**src/rtl/core/gmwf_pkg.sv**
```systemverilog
`default_nettype none

package gmwf_pkg;

    // Default grid size of the wall map.
    localparam int DEF_MAX_ROWS = 256;
    localparam int DEF_MAX_COLS = 256;

    // Width of a configuration register and its value after reset.
    localparam int CFG_W   = 9;
    localparam int CFG_RST = 256;

    // Width of a position on the ports.
    localparam int POS_W = 8;

    // Width for coordinate and count arithmetic; it covers grids up to 1024.
    localparam int EXT_W = 11;

    // Columns examined per cycle by the entrance search.
    localparam int SCAN_W = 16;

    // Operation codes of an input item.
    localparam logic [1:0] OP_CLEAR = 2'd0;
    localparam logic [1:0] OP_MARK  = 2'd1;
    localparam logic [1:0] OP_START = 2'd2;
    localparam logic [1:0] OP_STEP  = 2'd3;

    // Status codes of a result item.
    localparam logic [1:0] STATUS_OK       = 2'd0;
    localparam logic [1:0] STATUS_NO_ENTRY = 2'd1;
    localparam logic [1:0] STATUS_STUCK    = 2'd2;

    typedef struct packed {
        logic [1:0]       operation;
        logic [POS_W-1:0] cell_row;
        logic [POS_W-1:0] cell_col;
    } gmwf_req_t;

    typedef struct packed {
        logic [POS_W-1:0] path_row;
        logic [POS_W-1:0] path_col;
        logic             at_exit;
        logic [1:0]       status;
    } gmwf_res_t;

    // Completion report of the entrance search.
    typedef struct packed {
        logic done;
        logic found;
    } gmwf_scan_stat_t;

endpackage

`default_nettype wire

```
**src/rtl/core/gmwf_entry_scan.sv**
```systemverilog
`default_nettype none

module gmwf_entry_scan
    import gmwf_pkg::*;
#(
    parameter int MAX_COLS = DEF_MAX_COLS,
    localparam int CA = $clog2(MAX_COLS)
)
(
    input  logic                 clk,
    input  logic                 rst_n,
    input  logic                 load,
    input  logic [MAX_COLS-1:0]  row,
    input  logic [EXT_W-1:0]     eff_cols,
    output gmwf_scan_stat_t      stat,
    output logic [CA-1:0]        col
);

    localparam int NCH = (MAX_COLS + SCAN_W - 1) / SCAN_W;
    localparam int IW  = (NCH > 1) ? $clog2(NCH) : 1;
    localparam int SB  = $clog2(SCAN_W);

    logic [NCH*SCAN_W-1:0] row_reg, row_next;
    logic [IW-1:0]         idx_reg, idx_next;
    logic [CA-1:0]         col_reg, col_next;
    logic                  active_reg, active_next;
    gmwf_scan_stat_t       stat_reg, stat_next;

    logic [SCAN_W-1:0]     chunk;
    logic [SCAN_W-1:0]     free_vec;
    logic [EXT_W-1:0]      base;
    logic [EXT_W-1:0]      found_col;
    logic [SB-1:0]         hit_pos;
    logic                  hit;

    // Free cells of the current chunk that lie inside the columns in use.
    always_comb
    begin
        chunk = row_reg[idx_reg*SCAN_W +: SCAN_W];
        base  = EXT_W'(idx_reg) << SB;
        for (int b = 0; b < SCAN_W; b++)
        begin
            free_vec[b] = !chunk[b] && ((base + EXT_W'(b)) < eff_cols);
        end
    end

    // The highest free column of the chunk wins.
    always_comb
    begin
        hit     = 1'b0;
        hit_pos = '0;
        for (int b = 0; b < SCAN_W; b++)
        begin
            if (free_vec[b])
            begin
                hit     = 1'b1;
                hit_pos = SB'(b);
            end
        end
        found_col = base | EXT_W'(hit_pos);
    end

    // Walk the chunks from the rightmost one toward column zero.
    always_comb
    begin
        row_next    = row_reg;
        idx_next    = idx_reg;
        col_next    = col_reg;
        active_next = active_reg;
        stat_next   = '0;
        if (load)
        begin
            row_next                 = '1;
            row_next[MAX_COLS-1:0]   = row;
            idx_next                 = IW'(NCH - 1);
            active_next              = 1'b1;
        end
        else if (active_reg)
        begin
            if (hit)
            begin
                active_next     = 1'b0;
                stat_next.done  = 1'b1;
                stat_next.found = 1'b1;
                col_next        = found_col[CA-1:0];
            end
            else if (idx_reg == '0)
            begin
                active_next    = 1'b0;
                stat_next.done = 1'b1;
            end
            else
            begin
                idx_next = idx_reg - 1'b1;
            end
        end
    end

    always_ff @(posedge clk or negedge rst_n)
    begin
        if (!rst_n)
        begin
            active_reg <= 1'b0;
            stat_reg   <= '0;
        end
        else
        begin
            active_reg <= active_next;
            stat_reg   <= stat_next;
        end
    end

    always_ff @(posedge clk)
    begin
        row_reg <= row_next;
        idx_reg <= idx_next;
        col_reg <= col_next;
    end

    assign stat = stat_reg;
    assign col  = col_reg;

endmodule

`default_nettype wire

```
**config.mk**
```make
export PLATFORM = sky130hd
export DESIGN_NAME = gmwf_entry_scan
export DESIGN_NICKNAME = d
export VERILOG_FILES = /design/src/rtl/core/gmwf_pkg.sv /design/src/rtl/core/gmwf_entry_scan.sv
export SDC_FILE = /design/constraint.sdc
export NUM_CORES = 1
export LEC_CHECK = 0
export BUFFER_PORTS_ARGS = -buffer_cell sky130_fd_sc_hd__buf_2
export CAP_MARGIN = 15
export CORE_ASPECT_RATIO = 0.6
export CORE_MARGIN = 2
export CORE_UTILIZATION = 25
export DETAILED_ROUTE_END_ITERATION = 7
export PLACE_DENSITY = 0.41
export SLEW_MARGIN = 10
export SYNTH_ARGS = -nofsm -noshare
export SYNTH_HDL_FRONTEND = slang
export SYNTH_SLANG_ARGS = --single-unit
```
**constraint.sdc**
```tcl
create_clock -name clk -period 4.2 [get_ports clk]
set_input_delay 0.21 -clock clk [delete_from_list [all_inputs] [get_ports clk]]
set_output_delay 0.21 -clock clk [all_outputs]
set_load 0.01 [all_outputs]
```
==> flow_summary.yaml <==
status:
  status: "finished clean"
sta:
  hold_viol: 0
  fin_tns_setup_ns: 0
  fin_ws_ns: 0.540
  setup_violations: 0
  rsz0062_at_grt: "no"
  slew_viol_final: 0
  worst_pin_slew_ns: 0.716
  fin_crit_ns: 3.66
  relSlewSlack: 0.523
  fmax_mhz: 273
  min_period_over_period: 0.871
  clock_skew_ns: 0.0240
min_path:
  min_path_cells: 1
  holdCritStartpoint: "load"
  min_path_type: "in2reg"
  worstHoldEndpoint: "row_reg[232]"
global_route:
  grt_pass1_vias: 7714
  grt-busiest-layer: "met1"
  use_met2: 0.221
  track_usage: 0.147
  grt_use_met1: 0.223
  grt_antenna_before_repair: 1
  grt_use_met3: 0.0288
  grt-ovfl-total: 0
  grt_pass1_wl_um: 48700
  grt_max_degree: 90
synthesis:
  netlist_area_um2: 10800
  syn_inst: 547
  synth_common_cells: "edfxtp_1, mux4_2, nand2_1"
  synth_ff_type: "edfxtp_1"
  async_reset_ff_frac: 0.0111
  synth-warning-count: 0
  yosysMostFrequentCell: "edfxtp_1"
  synth_area_leaders: "edfxtp_1, mux4_2, nand2_1, o22ai_1, dfxtp_1"
  synth_cell_type_count: 46
  synth.avg_cell_area_um2: 19.7
  syn_nets: 823
  synth_edf_count: 264
  ys_ff_latch: 271
  synth_top_area_frac: 0.737
  yosys.area.top_type: "edfxtp_1"
  yosysSeqAreaShare: 0.751
worst_setup_path:
  cp.arrival_ns: 4.10
  criticalPathCategory: "reg2reg"
  required_ns: 4.64
  cp_max_fo: 23
  rr_worst_depth: 9
  crit-reg2reg-launch: "idx_reg[2]"
  startpoint_type: "flop"
  rrSetupSlack_ns: 0.54
  r2r_end: "idx_reg[2]"
  cp-end-kind: "flop"
place:
  pre_cts_ws_ns: 0.571
  dp_hpwl_um: 22900
  port_buffers: 279
  placed_cells: 1381
  globalplace.congestion: 0.810
die:
  coreArea_um2: 42200
  die-area_um2: 44800
  rows: 58
  start_util: 0.255
  die_w_um: 272
  io_pins: 280
  die_h_um: 165
cts:
  h-tree-depth: 1
  cts_buffers: 28
  cts_max_path_buffers: 3
  root_buffer: "clkbuf_16"
  cts_tree: "built"
  post_cts_buffers: 0
  path_clk_slew_ns: 0.06
  clock_sinks: 271
  clock_latency_ns: 0.57
power:
  pwr-share-seq: 0.514
  switching_power_mw: 1.32
  power_frac_comb: 0.092
  power_frac_clock: 0.394
  power_mw: 6.33
  p_sw_frac: 0.209
  leakagePower_nw: 6.28
  p_per_area_nw_per_um2: 386
  peakVddDrop_uv: 250
  p_int_mw: 5.01
layout:
  area_growth_pct: 52.3
  largest_reg_flops: 256
  fillCellCount: 3928
  nNetsFinal: 1375
  fin_cells: 1688
  drive_gt1_frac: 0.355
detailed_routing:
  routedWlPerCell_um: 19.8
  vias_per_cell: 4.30
  vias: 7261
  drt_pass1_iterations: 6
  post-route-drc-count: 0
  antenna_left: 0
  drt-total-wl_um: 33500
  drt_iter0_drc: 550
job:
  maxCapViolCount: 0
## final cells by class
| cell class | count | area [µm²] | share of cell area |
|---|---|---|---|
| sequential | 271 | 8090 | 0.494 |
| tap | 570 | 713 | 0.0435 |
| clock inverter | 14 | 174 | 0.0106 |
| clock buffer | 34 | 723 | 0.0441 |
| inverter | 12 | 45.0 | 0.00275 |
| timing repair buffer | 550 | 4140 | 0.252 |
| multi-input combinational | 236 | 2500 | 0.153 |
| antenna | 1 | 2.50 | 0.000153 |
## kinds of logic after synthesis
kind of cell | after synthesis | synth area share
flops | 271 | 0.751
simple gates | 84 | 0.0388
compound gates | 78 | 0.0505
mux | 68 | 0.136
buf+inv | 40 | 0.0163
fa+ha+maj | 6 | 0.00697
## worst max-delay path, cell delays in order (launching register included)
cell and delay (ns):
dfxtp_2 0.78, ha_1 0.29, and3_1 0.34, a211oi_1 0.10, o221ai_1 0.37, o2111ai_1 0.24, nor4b_1 0.56, and4_1 0.42
a31oi_1 0.12, a311o_1 0.32
## metrics by stage
step                area (µm²)  utilization  hold WS [ns]
finish                   16400        0.389         0.148
global route             16400        0.389         0.182
detailed placement       12900        0.306       0.00926
floorplan                10800            -       -0.0856
global placement         12900        0.306        0.0101
CTS                      16400        0.389         0.159
## routing by layer
layer  vias to the layer above  wire, µm
met5                         -         0
met4                         0       484
met3                        36      1720
met2                       210     14700
met1                      3633     16600
li1                       3382         -
## how the worst max path moves through the flow
| stage | start | end | slack (ns) |
|---|---|---|---|
| 2_1_floorplan | idx_reg[0] | idx_reg[3] | 0.89 |
| 3_3_place_gp | idx_reg[2] | idx_reg[3] | 0.69 |
| 3_5_place_dp | idx_reg[2] | idx_reg[3] | 0.57 |
| 4_1_cts | idx_reg[2] | idx_reg[2] | 0.56 |
| 5_1_grt | idx_reg[2] | idx_reg[2] | 0.18 |
| 6_report | idx_reg[2] | idx_reg[2] | 0.54 |
## cell usage in the layout (no fill, tap or decap), types with 3 or more instances in the layout
master           n
nor3_1           8
a21oi_1         10
o2111ai_1        3
a21o_1           3
dfrtp_1          3
o221ai_1         4
and2_1           3
buf_4            9
clkinv_1         6
o22ai_1         14
nor2b_1          5
nand3_1          5
mux4_2          63
nand2_1         28
o21ai_0          7
a211oi_1         9
a22oi_1          7
buf_12           4
nor2_1          14
ha_1             6
nor4_1           3
inv_1           12
clkinv_2         3
mux2i_1          5
buf_2          278
dlygate4sd3_1  258
clkbuf_16       28
nand2b_1         6
clkbuf_1         6
edfxtp_1       264
bufinv_16        4
and3_1           3
a31oi_1          4
o211ai_1         3
## power groups by stage
stage / registers [mW] / logic (mW) / clock network, mW
2_1_floorplan: 3.28 / 0.145 / 0
3_3_place_gp: 3.32 / 0.395 / 0
3_5_place_dp: 3.31 / 0.395 / 0
4_1_cts: 3.25 / 0.588 / 2.58
5_1_grt: 3.27 / 0.632 / 2.68
6_report: 3.25 / 0.582 / 2.50
## what timing repair did
action,CTS,global route
hold endpoints to repair,259,0
resized for setup,0,0
hold buffers,258,0
Power figures use the tool's default switching activity.
